<file path="src/sv/assert_macros.svh">
// Assertion macros shared by the string hash engine RTL.
`ifndef ASSERT_MACROS_SVH
`define ASSERT_MACROS_SVH

// Property must hold at every clock edge outside reset.
`define ASSERT_PROP(label, prop, msg) \
    label: assert property (@(posedge clk) disable iff (!rst_n) (prop)) \
        else $error(msg);

// Expression must never be true at a clock edge outside reset.
`define ASSERT_NEVER(label, expr, msg) \
    label: assert property (@(posedge clk) disable iff (!rst_n) !(expr)) \
        else $error(msg);

`endif

</file>
<file path="src/sv/shash_pkg.sv">
// Types, constants and helpers of the string hash engine.
`default_nettype none

package shash_pkg;

    // wyhash32 mixing constants, djb2 start value and reset seed
    localparam logic [31:0] WY_K0      = 32'h53c5ca59;
    localparam logic [31:0] WY_K1      = 32'h74743c1b;
    localparam logic [31:0] DJB_INIT   = 32'd5381;
    localparam logic [31:0] SEED_RESET = 32'd3913693727;

    // bytes carried by one input word
    localparam int BLOCK_BYTES = 8;

    // register map (word index within the configuration space)
    localparam logic REG_MODE = 1'b0;
    localparam logic REG_SEED = 1'b1;

    // mode codes
    localparam logic MODE_DJB = 1'b0;
    localparam logic MODE_WY  = 1'b1;

    // work handed from the front end to the back end
    typedef enum logic [1:0] {
        OP_NONE,
        OP_FULL,
        OP_TAIL,
        OP_ERROR
    } cmd_op_t;

    typedef struct packed {
        logic        mode;
        logic        init;
        cmd_op_t     op;
        logic [3:0]  nbytes;
        logic [31:0] seed;
        logic [31:0] len;
        logic [63:0] data;
    } cmd_t;

    typedef struct packed {
        logic [31:0] hash;
        logic        mismatch;
    } res_t;

    typedef enum logic [2:0] {
        BK_IDLE,
        BK_INIT,
        BK_BODY,
        BK_MIX,
        BK_DJB,
        BK_OUT
    } back_state_t;

    // pick byte idx of a little-endian word
    function automatic logic [7:0] byte_of(input logic [63:0] data, input logic [2:0] idx);
        byte_of = data[{idx, 3'b000} +: 8];
    endfunction

endpackage

`default_nettype wire

</file>
<file path="src/sv/shash_queue.sv">
// Small register queue used between the engine's stages.
`default_nettype none

module shash_queue #(
    parameter int WIDTH = 8,
    parameter int DEPTH = 2
)
(
    input  logic             clk,
    input  logic             rst_n,
    input  logic             push,
    input  logic [WIDTH-1:0] wdata,
    output logic             full,
    input  logic             pop,
    output logic [WIDTH-1:0] rdata,
    output logic             empty
);

    localparam int PTR_W = (DEPTH > 1) ? $clog2(DEPTH) : 1;
    localparam int CNT_W = $clog2(DEPTH + 1);
    localparam logic [PTR_W-1:0] LAST_PTR  = PTR_W'(DEPTH - 1);
    localparam logic [CNT_W-1:0] FULL_CNT  = CNT_W'(DEPTH);

    logic [WIDTH-1:0] mem_reg [DEPTH];
    logic [PTR_W-1:0] wr_ptr_reg, wr_ptr_next;
    logic [PTR_W-1:0] rd_ptr_reg, rd_ptr_next;
    logic [CNT_W-1:0] count_reg, count_next;
    logic             do_push;
    logic             do_pop;

    assign full    = (count_reg == FULL_CNT);
    assign empty   = (count_reg == '0);
    assign rdata   = mem_reg[rd_ptr_reg];
    assign do_push = push && !full;
    assign do_pop  = pop && !empty;

    // advance pointers and occupancy
    always_comb
    begin
        wr_ptr_next = wr_ptr_reg;
        rd_ptr_next = rd_ptr_reg;
        count_next  = count_reg;
        if (do_push)
        begin
            wr_ptr_next = (wr_ptr_reg == LAST_PTR) ? '0 : wr_ptr_reg + 1'b1;
        end
        if (do_pop)
        begin
            rd_ptr_next = (rd_ptr_reg == LAST_PTR) ? '0 : rd_ptr_reg + 1'b1;
        end
        if (do_push && !do_pop)
        begin
            count_next = count_reg + 1'b1;
        end
        else if (do_pop && !do_push)
        begin
            count_next = count_reg - 1'b1;
        end
    end

    always_ff @(posedge clk or negedge rst_n)
    begin
        if (!rst_n)
        begin
            wr_ptr_reg <= '0;
            rd_ptr_reg <= '0;
            count_reg  <= '0;
        end
        else
        begin
            wr_ptr_reg <= wr_ptr_next;
            rd_ptr_reg <= rd_ptr_next;
            count_reg  <= count_next;
        end
    end

    // store the incoming word
    always_ff @(posedge clk)
    begin
        if (do_push)
        begin
            mem_reg[wr_ptr_reg] <= wdata;
        end
    end

endmodule

`default_nettype wire

</file>
<file path="src/sv/shash_front.sv">
// Front end: accepts input words, tracks message framing and issues work commands.
`default_nettype none

module shash_front
    import shash_pkg::*;
#(
    parameter int LENGTH_BITS = 32
)
(
    input  logic        clk,
    input  logic        rst_n,
    input  logic        hash_mode,
    input  logic [31:0] hash_seed,
    input  logic        push,
    input  logic [63:0] block,
    input  logic [31:0] message_length,
    input  logic        first_block,
    input  logic        last_block,
    input  logic        cmd_full,
    output logic        cmd_push,
    output cmd_t        cmd
);

    localparam logic [LENGTH_BITS-1:0] WORD_BYTES = LENGTH_BITS'(BLOCK_BYTES);

    logic                   in_msg_reg, in_msg_next;
    logic                   mode_reg, mode_next;
    logic                   mis_reg, mis_next;
    logic [LENGTH_BITS-1:0] left_reg, left_next;

    logic                   accept;
    logic                   eff_open;
    logic                   eff_mis;
    logic [LENGTH_BITS-1:0] eff_left;
    logic                   init;
    cmd_op_t                op;

    // classify the word against the open message
    always_comb
    begin
        accept = push && !cmd_full;
        if (first_block)
        begin
            eff_open  = 1'b1;
            eff_mis   = 1'b0;
            eff_left  = message_length[LENGTH_BITS-1:0];
            mode_next = hash_mode;
        end
        else
        begin
            eff_open  = in_msg_reg;
            eff_mis   = mis_reg;
            eff_left  = left_reg;
            mode_next = mode_reg;
        end

        op          = OP_NONE;
        init        = first_block;
        in_msg_next = eff_open;
        left_next   = eff_left;
        mis_next    = eff_mis;

        if (!eff_open)
        begin
            if (last_block)
            begin
                op = OP_ERROR;
            end
        end
        else if (!last_block)
        begin
            if (eff_left > WORD_BYTES)
            begin
                op        = OP_FULL;
                left_next = eff_left - WORD_BYTES;
            end
            else
            begin
                mis_next = 1'b1;
            end
        end
        else
        begin
            in_msg_next = 1'b0;
            left_next   = '0;
            if ((eff_left > WORD_BYTES) || eff_mis)
            begin
                op   = OP_ERROR;
                init = 1'b0;
            end
            else
            begin
                op = OP_TAIL;
            end
        end

        cmd.mode   = mode_next;
        cmd.init   = init;
        cmd.op     = op;
        cmd.nbytes = eff_left[3:0];
        cmd.seed   = hash_seed;
        cmd.len    = 32'(eff_left);
        cmd.data   = block;
        cmd_push   = accept && ((op != OP_NONE) || init);
    end

    // hold framing state between words
    always_ff @(posedge clk or negedge rst_n)
    begin
        if (!rst_n)
        begin
            in_msg_reg <= 1'b0;
            mode_reg   <= MODE_DJB;
            mis_reg    <= 1'b0;
            left_reg   <= '0;
        end
        else if (accept)
        begin
            in_msg_reg <= in_msg_next;
            mode_reg   <= mode_next;
            mis_reg    <= mis_next;
            left_reg   <= left_next;
        end
    end

endmodule

`default_nettype wire

</file>
<file path="src/sv/shash_back.sv">
// Back end: runs wyhash32 mixing on a shared multiplier, djb2 by shift and add, and emits results.
`default_nettype none

module shash_back
    import shash_pkg::*;
(
    input  logic clk,
    input  logic rst_n,
    input  cmd_t cmd_in,
    input  logic cmd_empty,
    output logic cmd_pop,
    input  logic res_full,
    output logic res_push,
    output res_t res
);

    back_state_t state_reg, state_next;
    cmd_t        cmd_reg, cmd_next;
    logic [31:0] mix_a_reg, mix_a_next;
    logic [31:0] mix_b_reg, mix_b_next;
    logic [1:0]  mix_left_reg, mix_left_next;
    logic        body_done_reg, body_done_next;
    logic [3:0]  byte_idx_reg, byte_idx_next;

    logic [31:0] opa;
    logic [31:0] opb;
    logic [63:0] product;
    logic [3:0]  byte_count;
    logic [2:0]  tail_shift;
    logic [3:0]  tail_last;
    logic [7:0]  djb_byte;

    // shared 32x32 mixer
    assign opa        = mix_a_reg ^ WY_K0;
    assign opb        = mix_b_reg ^ WY_K1;
    assign product    = opa * opb;
    assign byte_count = (cmd_reg.op == OP_FULL) ? 4'(BLOCK_BYTES) : cmd_reg.nbytes;
    assign tail_shift = 3'(cmd_reg.nbytes - 4'd4);
    assign tail_last  = cmd_reg.nbytes - 4'd1;
    assign djb_byte   = byte_of(cmd_reg.data, byte_idx_reg[2:0]);

    // sequence the steps of one command
    always_comb
    begin
        state_next = state_reg;
        case (state_reg)
            BK_IDLE:
            begin
                if (!cmd_empty)
                begin
                    if (cmd_in.op == OP_ERROR)
                    begin
                        state_next = BK_OUT;
                    end
                    else if (cmd_in.init)
                    begin
                        state_next = BK_INIT;
                    end
                    else
                    begin
                        state_next = BK_BODY;
                    end
                end
            end
            BK_INIT:
            begin
                state_next = (cmd_reg.mode == MODE_WY) ? BK_MIX : BK_BODY;
            end
            BK_BODY:
            begin
                if (cmd_reg.op == OP_NONE)
                begin
                    state_next = BK_IDLE;
                end
                else if (cmd_reg.mode == MODE_WY)
                begin
                    state_next = BK_MIX;
                end
                else
                begin
                    state_next = BK_DJB;
                end
            end
            BK_MIX:
            begin
                if (mix_left_reg == 2'd1)
                begin
                    if (!body_done_reg)
                    begin
                        state_next = BK_BODY;
                    end
                    else
                    begin
                        state_next = (cmd_reg.op == OP_TAIL) ? BK_OUT : BK_IDLE;
                    end
                end
            end
            BK_DJB:
            begin
                if (byte_idx_reg == byte_count)
                begin
                    state_next = (cmd_reg.op == OP_TAIL) ? BK_OUT : BK_IDLE;
                end
            end
            BK_OUT:
            begin
                if (!res_full)
                begin
                    state_next = BK_IDLE;
                end
            end
            default:
            begin
                state_next = BK_IDLE;
            end
        endcase
    end

    // datapath updates and handshakes
    always_comb
    begin
        cmd_next       = cmd_reg;
        mix_a_next     = mix_a_reg;
        mix_b_next     = mix_b_reg;
        mix_left_next  = mix_left_reg;
        body_done_next = body_done_reg;
        byte_idx_next  = byte_idx_reg;
        cmd_pop        = 1'b0;
        res_push       = 1'b0;
        res.mismatch   = (cmd_reg.op == OP_ERROR);
        if (cmd_reg.op == OP_ERROR)
        begin
            res.hash = '0;
        end
        else if (cmd_reg.mode == MODE_WY)
        begin
            res.hash = mix_a_reg ^ mix_b_reg;
        end
        else
        begin
            res.hash = mix_a_reg;
        end

        case (state_reg)
            BK_IDLE:
            begin
                if (!cmd_empty)
                begin
                    cmd_pop  = 1'b1;
                    cmd_next = cmd_in;
                end
            end
            BK_INIT:
            begin
                body_done_next = 1'b0;
                mix_left_next  = 2'd1;
                if (cmd_reg.mode == MODE_WY)
                begin
                    mix_a_next = cmd_reg.seed;
                    mix_b_next = cmd_reg.len;
                end
                else
                begin
                    mix_a_next = DJB_INIT;
                    mix_b_next = '0;
                end
            end
            BK_BODY:
            begin
                body_done_next = 1'b1;
                byte_idx_next  = '0;
                if (cmd_reg.mode == MODE_WY)
                begin
                    if (cmd_reg.op == OP_FULL)
                    begin
                        mix_a_next    = mix_a_reg ^ cmd_reg.data[31:0];
                        mix_b_next    = mix_b_reg ^ cmd_reg.data[63:32];
                        mix_left_next = 2'd1;
                    end
                    else
                    begin
                        mix_left_next = 2'd2;
                        if (cmd_reg.nbytes >= 4'd4)
                        begin
                            mix_a_next = mix_a_reg ^ cmd_reg.data[31:0];
                            mix_b_next = mix_b_reg
                                       ^ cmd_reg.data[{tail_shift, 3'b000} +: 32];
                        end
                        else if (cmd_reg.nbytes != 4'd0)
                        begin
                            mix_a_next = mix_a_reg
                                       ^ {8'd0,
                                          byte_of(cmd_reg.data, 3'd0),
                                          byte_of(cmd_reg.data, {1'b0, cmd_reg.nbytes[2:1]}),
                                          byte_of(cmd_reg.data, tail_last[2:0])};
                        end
                    end
                end
            end
            BK_MIX:
            begin
                mix_a_next    = product[31:0];
                mix_b_next    = product[63:32];
                mix_left_next = mix_left_reg - 2'd1;
            end
            BK_DJB:
            begin
                if (byte_idx_reg != byte_count)
                begin
                    mix_a_next    = (mix_a_reg << 5) + mix_a_reg + 32'(djb_byte);
                    byte_idx_next = byte_idx_reg + 4'd1;
                end
            end
            BK_OUT:
            begin
                res_push = !res_full;
            end
            default:
            begin
                cmd_pop = 1'b0;
            end
        endcase
    end

    always_ff @(posedge clk or negedge rst_n)
    begin
        if (!rst_n)
        begin
            state_reg <= BK_IDLE;
        end
        else
        begin
            state_reg <= state_next;
        end
    end

    // working registers
    always_ff @(posedge clk)
    begin
        cmd_reg       <= cmd_next;
        mix_a_reg     <= mix_a_next;
        mix_b_reg     <= mix_b_next;
        mix_left_reg  <= mix_left_next;
        body_done_reg <= body_done_next;
        byte_idx_reg  <= byte_idx_next;
    end

endmodule

`default_nettype wire

</file>
<file path="src/sv/string_hash_engine_core.sv">
// Top level of the string hash engine: register port, front end, command queue, back end.
// wyhash32: each full word is folded in and mixed on the shared 32x32 mixer, the first word
// adds a premix of seed and length, the last word a final mix before the result write.
// djb2: one byte per cycle through the multiply-by-33 step.
// A result also waits behind any commands still queued ahead of its last word.
// Reset (asynchronous, active low) clears framing, queues and sequencer; no clearing pass.
`default_nettype none

`include "assert_macros.svh"

module string_hash_engine_core
    import shash_pkg::*;
#(
    parameter int LENGTH_BITS = 32,
    parameter int CMD_DEPTH   = 2,
    parameter int RES_DEPTH   = 2
)
(
    input  logic        clk,
    input  logic        rst_n,
    input  logic        psel,
    input  logic        penable,
    input  logic        pwrite,
    input  logic [2:0]  paddr,
    input  logic [31:0] pwdata,
    output logic [31:0] prdata,
    output logic        pready,
    input  logic        push,
    output logic        full,
    input  logic [63:0] block,
    input  logic [31:0] message_length,
    input  logic        first_block,
    input  logic        last_block,
    output logic        empty,
    input  logic        pop,
    output logic [31:0] hash_value,
    output logic        length_mismatch
);

    logic        hash_mode_reg;
    logic [31:0] hash_seed_reg;
    logic        cfg_write;

    cmd_t        cmd_wr;
    cmd_t        cmd_rd;
    logic        cmd_push;
    logic        cmd_full;
    logic        cmd_pop;
    logic        cmd_empty;
    res_t        res_wr;
    res_t        res_rd;
    logic        res_push;
    logic        res_full;

    // configuration registers
    assign pready    = 1'b1;
    assign cfg_write = psel && penable && pwrite && pready;
    assign prdata    = (paddr[2] == REG_SEED) ? hash_seed_reg : {31'd0, hash_mode_reg};

    always_ff @(posedge clk or negedge rst_n)
    begin
        if (!rst_n)
        begin
            hash_mode_reg <= MODE_WY;
            hash_seed_reg <= SEED_RESET;
        end
        else if (cfg_write)
        begin
            if (paddr[2] == REG_MODE)
            begin
                hash_mode_reg <= pwdata[0];
            end
            else
            begin
                hash_seed_reg <= pwdata;
            end
        end
    end

    assign full = cmd_full;

    shash_front #(
        .LENGTH_BITS (LENGTH_BITS)
    ) u_front (
        .clk            (clk),
        .rst_n          (rst_n),
        .hash_mode      (hash_mode_reg),
        .hash_seed      (hash_seed_reg),
        .push           (push),
        .block          (block),
        .message_length (message_length),
        .first_block    (first_block),
        .last_block     (last_block),
        .cmd_full       (cmd_full),
        .cmd_push       (cmd_push),
        .cmd            (cmd_wr)
    );

    shash_queue #(
        .WIDTH ($bits(cmd_t)),
        .DEPTH (CMD_DEPTH)
    ) u_cmd_queue (
        .clk   (clk),
        .rst_n (rst_n),
        .push  (cmd_push),
        .wdata (cmd_wr),
        .full  (cmd_full),
        .pop   (cmd_pop),
        .rdata (cmd_rd),
        .empty (cmd_empty)
    );

    shash_back u_back (
        .clk       (clk),
        .rst_n     (rst_n),
        .cmd_in    (cmd_rd),
        .cmd_empty (cmd_empty),
        .cmd_pop   (cmd_pop),
        .res_full  (res_full),
        .res_push  (res_push),
        .res       (res_wr)
    );

    shash_queue #(
        .WIDTH ($bits(res_t)),
        .DEPTH (RES_DEPTH)
    ) u_res_queue (
        .clk   (clk),
        .rst_n (rst_n),
        .push  (res_push),
        .wdata (res_wr),
        .full  (res_full),
        .pop   (pop),
        .rdata (res_rd),
        .empty (empty)
    );

    assign hash_value      = res_rd.hash;
    assign length_mismatch = res_rd.mismatch;

    // sanity checks on the internal handshakes
    `ASSERT_NEVER(a_cmd_overrun, cmd_push && cmd_full, "command written into a full queue")
    `ASSERT_NEVER(a_res_overrun, res_push && res_full, "result written into a full queue")
    `ASSERT_PROP(a_res_source, $fell(empty) |-> $past(res_push), "result appeared unpushed")
    `ASSERT_PROP(a_err_zero, (res_push && res_wr.mismatch) |-> (res_wr.hash == '0),
                 "mismatch result carries a nonzero hash")

endmodule

`default_nettype wire
</file>
<file path="config.mk">
export PLATFORM = sky130hd
export DESIGN_NAME = string_hash_engine_core
export DESIGN_NICKNAME = d
export VERILOG_FILES = /design/src/sv/shash_pkg.sv /design/src/sv/shash_queue.sv /design/src/sv/shash_front.sv /design/src/sv/shash_back.sv /design/src/sv/string_hash_engine_core.sv
export VERILOG_INCLUDE_DIRS = /design/src /design/src/sv
export SDC_FILE = /design/constraint.sdc
export NUM_CORES = 2
export LEC_CHECK = 0
export ABC_AREA = 1
export BUFFER_PORTS_ARGS = -buffer_cell sky130_fd_sc_hd__clkbuf_2
export CAP_MARGIN = 20
export CELL_PAD_IN_SITES_DETAIL_PLACEMENT = 0
export CELL_PAD_IN_SITES_GLOBAL_PLACEMENT = 2
export CORE_ASPECT_RATIO = 0.8
export CORE_MARGIN = 2
export CORE_UTILIZATION = 43
export CTS_CLUSTER_SIZE = 16
export DETAILED_ROUTE_END_ITERATION = 6
export PLACE_DENSITY_LB_ADDON = 0.08
export SLEW_MARGIN = 30
export SYNTH_ARGS = -nofsm -noshare
export SYNTH_HDL_FRONTEND = slang
export SYNTH_SLANG_ARGS = --single-unit
export TNS_END_PERCENT = 100
</file>
<file path="constraint.sdc">
create_clock -name clk -period 13.45 [get_ports clk]
set_input_delay 2.69 -clock clk [delete_from_list [all_inputs] [get_ports clk]]
set_output_delay 2.69 -clock clk [all_outputs]
set_load 0.1 [all_outputs]
</file>
Yosys cells after proc, flatten, opt, wreduce, memory -nomap -nowiden
Memories as Yosys holds them, arrays and structs flattened.
Cells that the tools add are included.
{ "op_classes": {"bitwise_logic": 9, "n_addsub": 15, "n_shift": 4, "eq_ne": 22, "magnitude_cmp": 2, "n_mul": 1, "muxes": 69, "reduce_logical": 42} }
{ "op_table": {"columns": ["cell", "n"], "rows": [
  ["$mux 32", 17],
  ["$pmux 32 s4", 1],
  ["$shiftx 64x7->8", 2],
  ["$xor 32x32->32", 4],
  ["$pmux 32 s3", 1],
  ["$mul 32x32->64", 1],
  ["$shiftx 64x6->8", 1],
  ["$shiftx 64x7->32", 1],
  ["$add 32x32->32", 1],
  ["$add 32x8->32", 1],
  ["$gt 32x4->1 const B", 1],
  ["$not 16->16", 2],
  ["$sub 32x4->32 const B", 1],
  ["$xor 32x24->32", 1],
  ["$mux 3", 9],
  ["$mux 1", 25],
  ["$mux 2", 10],
  ["$pmux 3 s6", 1],
  ["$logic_and 1x1->1", 12],
  ["$eq 2x2->1 const B", 5],
  ["$reduce_and 2->1", 5],
  ["$reduce_bool 2->1", 5],
  ["$logic_not 1->1", 8],
  ["$mux 4", 2],
  ["28 further kinds", 47]
]} }
{ "word_totals": {"reg_bits": 285, "mem_count": 2, "wordCells": 190, "mem_bits_rw": 338} }
{ "memory_table": {"columns": ["name", "words", "width", "rd", "rd_ports_with_merged_regs", "wr", "line_no", "source"], "rows": [
  ["u_cmd_queue.mem_reg", 2, 136, 1, 0, 1, "shash_queue.sv:24", "logic [WIDTH-1:0] mem_reg [DEPTH];"],
  ["u_res_queue.mem_reg", 2, 33, 1, 0, 1, "shash_queue.sv:24", null]
]} }

Logic depth before layout (Yosys ltp)
{ "logic_depth": {"word_depth": 14, "depth_mapped": 33} }

Cells and area by module
From an unflattened synthesis, not the netlist that was laid out.
{ "hier_totals": {"cells_unflattened": 8412, "area_unflattened_um2": 68308.0} }
{ "modules_own_cells": {"columns": ["mod", "cells_per_inst", "n_inst", "seq_area_each_um2", "area_each_um2"], "rows": [
  ["shash_back", 6600, 1, 6261.0, 49934.1],
  ["shash_queue at u_cmd_queue", 742, 1, 8267.9, 10262.3],
  ["shash_front", 648, 1, 875.8, 3836.2],
  ["shash_queue at u_res_queue", 204, 1, 2082.0, 2641.3],
  ["string_hash_engine_core", 218, 1, 848.3, 1634.1]
]} }

Least setup slack after synthesis
No wires, ideal clock.
{ "synth_path": {"kind": "input -> register", "from": "input first_block", "to": "memory u_cmd_queue.mem_reg[1][0] (netlist bit), enable pin", "stages": 11, "arrival_time_ps": 9282, "slack_ps": 3543, "n_path_buf": 2, "setup_ps": 624, "cell_sequence": "buf_6 > buf_6 > o21ai_1 > inv_2 > nand2_1 > nand2_1 > nand3b_4 > nand2_2 > nand3_2 > nand2_2 > nor2_1"} }
{ "synth_lines": {"columns": ["element", "line_no", "source"], "rows": [
  ["start, declared", "string_hash_engine_core.sv:32", "input logic first_block,"],
  ["end, declared", "shash_queue.sv:24", null]
]} }

Final worst setup path
{ "layout_path": {"from": "register u_back.mix_a_reg[19]", "to": "register u_back.mix_b_reg[2] (data pin)"} }
{ "layout_via": {"elab_chain_cells": 2} }
{ "layout_lines": {"columns": ["element", "line_no", "source"], "rows": [
  ["start, declared", "shash_back.sv:19", "logic [31:0] mix_a_reg, mix_a_next;"],
  ["start signal, assigned", "shash_back.sv:241", "mix_a_reg <= mix_a_next;"],
  ["$mul 32x32->64", "shash_back.sv:36", "assign product = opa * opb;"],
  ["$pmux 32 s3", "shash_back.sv:144", "case (state_reg)"],
  ["net u_back.mix_b_next[2]", "shash_back.sv:20", "logic [31:0] mix_b_reg, mix_b_next;"],
  ["end signal, assigned", "shash_back.sv:242", "mix_b_reg <= mix_b_next;"],
  ["end, declared", "shash_back.sv:20", null]
]} }
The timed path passes the listed nets, and every way through them passes these cells.
A chain may end at the register's enable or synchronous reset.

==> flow_metrics.tcl <==
set metrics [dict create \
    worst_slack_ns 4.44 \
    place_inst 9967 \
    cts_setup_buffers 0 \
    dp_hpwl_um 215000 \
    ff2ff_path_depth 25 \
    initial_utilization 0.433 \
    violated_checks "DRC" \
    worst_hold_path.num_cells 2 \
    floorplan.io_pins 208 \
    share_of_post_route_cells_with_drive_strength_above_1 0.0741 \
    synth.largest_area_cell "sky130_fd_sc_hd__fa_1" \
    timing.setup.critical_path_class "reg2reg" \
    largest_register_ff_count 264 \
    htree_levels 2 \
    clock-root-buffer "sky130_fd_sc_hd__clkbuf_16" \
    die_w_um 441 \
    maxSlewHeadroom 0.236 \
    fill_cells 15114 \
    min-delay-start "u_front.left_reg[22]" \
    coreArea_um2 152000 \
    cts_hold_repair.buffers 0 \
    design.final.nets 9415 \
    globalplace.congestion 0.977 \
    rows 128 \
    dominantRegCellSynth "sky130_fd_sc_hd__edfxtp_1" \
    synth.cell_area_um2 65800 \
    yosys_warnings 0 \
    mapped_nets 9332 \
    number_of_enable_type_register_cells_in_the_synthesized_netlist 532 \
    cts_tree "yes" \
    worstPathArrival_ns 9.40 \
    initial_antenna_violation_count 15 \
    worstSetupEndpointType "flop" \
    min_path_type "reg2reg" \
    average_size_of_a_mapped_cell_um2 8.30 \
    tritoncts.num_buffers 60 \
    worst_skew_pair.late_latency_ns 0.67 \
    achievable-frequency_ghz 0.111 \
    timing.critical_path.from_type "flop" \
    dr.first_iter.drc_count 5265 \
    gr-usage-all-layers 0.353 \
    dieArea_um2 156000 \
    finalClockSkew_ns 0.0378 \
    yosysMostFrequentCell "sky130_fd_sc_hd__nand2_1" \
    worst_pin_slew_ns 1.15 \
    slew_violations 0 \
    ant_nets 0 \
    fin_setup_tns_ns 0 \
    report.final.setup_viol 0 \
    cts-root-to-sink-buffers 3 \
    chipHeight_um 354 \
    cts.sinks 611 \
    setup.reg_to_reg.worst_slack_ns 4.44 \
    worst_r2r_endpoint "u_back.mix_b_reg[2]" \
    postSynthCellCount 7933 \
    crit_path_max_fanout 24 \
    layout_min_cycle_time_ns 9.01 \
    hold_slack_ns 0.482 \
    timing.critical_path.required_ns 13.83 \
    synth_top_cell_area_share 0.274 \
    detailedRoute.firstPassIterationCount 7 \
    timing.final.hold_violations 0 \
    yosys_register_bits 611 \
    worstHoldEndpoint "u_front.left_reg[22]" \
    portBuffers 204 \
    grt_pass1_vias 54179 \
    routed_via_density 5.41 \
    run_status "finished, violations left" \
    ctsResizeCount 0 \
    crit-reg2reg-launch "u_back.mix_a_reg[19]" \
    synth_common_cells "sky130_fd_sc_hd__nand2_1, sky130_fd_sc_hd__inv_1, sky130_fd_sc_hd__fa_1" \
    maxCapViolCount 0 \
    synth_top_cells_by_area "sky130_fd_sc_hd__fa_1, sky130_fd_sc_hd__edfxtp_1, sky130_fd_sc_hd__nand2_1, sky130_fd_sc_hd__inv_1, sky130_fd_sc_hd__ha_1" \
    post_drt_wl_per_cell_um 27.3 \
    syn_to_final_growth_pct 8.49 \
    grt_pass1_wl_um 391000 \
    yosysSeqAreaShare 0.273 \
    post-place-ws_ns 4.71 \
    drc 6 \
    clk_transition_reported_paths_ns 0.07 \
    route.vias.total 54521 \
    grt_ovf 0 \
    grt_max_degree 130 \
    grt_setup_unrepaired "false" \
    synthDistinctLibCells 56 \
    asyncSetResetFlopFracSynth 0.129 \
    totalWireLength_um 275000 \
    post-route-period-util 0.670 \
    cell_count_final_fillers_out 10085 \
]
==> cell families after synthesis <==
kind of cell    share of synthesized area
mux                               0.00530
flops                               0.273
simple gates                        0.206
compound gates                     0.0541
buf+inv                             0.112
other cells                     0.0000570
fa+ha+maj                           0.342
xor+xnor                          0.00679
==> worst max-delay path, cell delays in order, from the launching register on <==
cell	delay (ns)
sky130_fd_sc_hd__edfxtp_1	0.44
sky130_fd_sc_hd__buf_4	0.51
sky130_fd_sc_hd__inv_1	0.59
sky130_fd_sc_hd__nor2_1	0.29
sky130_fd_sc_hd__fa_1	0.44
sky130_fd_sc_hd__inv_1	0.08
sky130_fd_sc_hd__fa_1	0.45
sky130_fd_sc_hd__fa_1	0.53
sky130_fd_sc_hd__fa_1	0.59
sky130_fd_sc_hd__inv_1	0.07
sky130_fd_sc_hd__fa_1	0.49
sky130_fd_sc_hd__fa_1	0.57
sky130_fd_sc_hd__fa_1	0.43
sky130_fd_sc_hd__fa_1	0.45
sky130_fd_sc_hd__ha_1	0.66
sky130_fd_sc_hd__nand2_1	0.32
sky130_fd_sc_hd__nor2_1	0.42
sky130_fd_sc_hd__nand2_1	0.18
sky130_fd_sc_hd__nor2_1	0.17
sky130_fd_sc_hd__nand2_1	0.07
sky130_fd_sc_hd__nand3_1	0.15
sky130_fd_sc_hd__nand2_1	0.08
sky130_fd_sc_hd__nand2_1	0.09
sky130_fd_sc_hd__a21oi_1	0.07
sky130_fd_sc_hd__nand2_1	0.38
sky130_fd_sc_hd__nand3_1	0.14
==> layout by cell type, fill, tap and decap left out, types with 11 or more instances in the layout <==
cell type and instances:
sky130_fd_sc_hd__inv_1 1567, sky130_fd_sc_hd__a21oi_1 246, sky130_fd_sc_hd__nand4_1 51, sky130_fd_sc_hd__dfrtp_1 60, sky130_fd_sc_hd__fa_1 900, sky130_fd_sc_hd__o211ai_1 53
sky130_fd_sc_hd__nor3_1 14, sky130_fd_sc_hd__nor2_2 13, sky130_fd_sc_hd__clkbuf_16 60, sky130_fd_sc_hd__nand2_1 2215, sky130_fd_sc_hd__nor2_1 686, sky130_fd_sc_hd__a31oi_1 11
sky130_fd_sc_hd__o22ai_1 12, sky130_fd_sc_hd__o21ai_0 251, sky130_fd_sc_hd__clkinv_1 28, sky130_fd_sc_hd__buf_4 156, sky130_fd_sc_hd__dfstp_2 18, sky130_fd_sc_hd__nand3_1 318
sky130_fd_sc_hd__xnor2_1 16, sky130_fd_sc_hd__edfxtp_1 532, sky130_fd_sc_hd__a22oi_1 11, sky130_fd_sc_hd__nand3b_1 23, sky130_fd_sc_hd__nand2_2 21, sky130_fd_sc_hd__xor2_1 35
sky130_fd_sc_hd__ha_1 359, sky130_fd_sc_hd__clkinv_2 13, sky130_fd_sc_hd__or2_2 20, sky130_fd_sc_hd__o21ai_1 18, sky130_fd_sc_hd__mux2_2 31, sky130_fd_sc_hd__clkbuf_2 203
==> how the worst max path moves through the flow <==
stage / startpoint / to / cells past startpoint
after floorplan: first_block / u_cmd_queue.mem_reg[1][0] / 11
after CTS: u_back.mix_a_reg[19] / u_back.mix_b_reg[2] / 25
after detailed placement: u_back.mix_a_reg[19] / u_back.mix_b_reg[2] / 25
after global routing: u_back.mix_a_reg[19] / u_back.mix_b_reg[0] / 25
after global placement: u_back.mix_a_reg[19] / u_back.mix_b_reg[2] / 25
final: u_back.mix_a_reg[19] / u_back.mix_b_reg[2] / 25
==> area by class of cell <==
class | count | area, µm² | area share
Timing Repair Buffer | 364 | 2290 | 0.0321
Clock inverter | 45 | 532 | 0.00745
Multi-Input combinational cell | 5378 | 40500 | 0.567
Sequential cell | 611 | 18000 | 0.252
Tap cell | 2015 | 2520 | 0.0353
Inverter | 1601 | 6020 | 0.0843
Clock buffer | 68 | 1540 | 0.0216
Antenna cell | 3 | 7.51 | 0.000105
==> per-stage QoR <==
| step | area (µm²) | utilization |
|---|---|---|
| 2_1_floorplan | 65800 | - |
| 3_3_place_gp | 69200 | 0.455 |
| 3_5_place_dp | 69300 | 0.455 |
| 4_1_cts | 71400 | 0.469 |
| 5_1_grt | 71400 | 0.469 |
| 6_report | 71400 | 0.469 |
==> per-layer routing <==
layer	vias up	track usage	routed length, µm
met3	503	0.0732	23900
met1	27394	0.487	117000
met5	-	0	24
met4	4	0.178	17000
met2	2248	0.528	118000
li1	24372	-	-
Power is left out: the tool's default activity adds up to more than one toggle a clock period on the data nets, which glitch-free logic cannot reach.
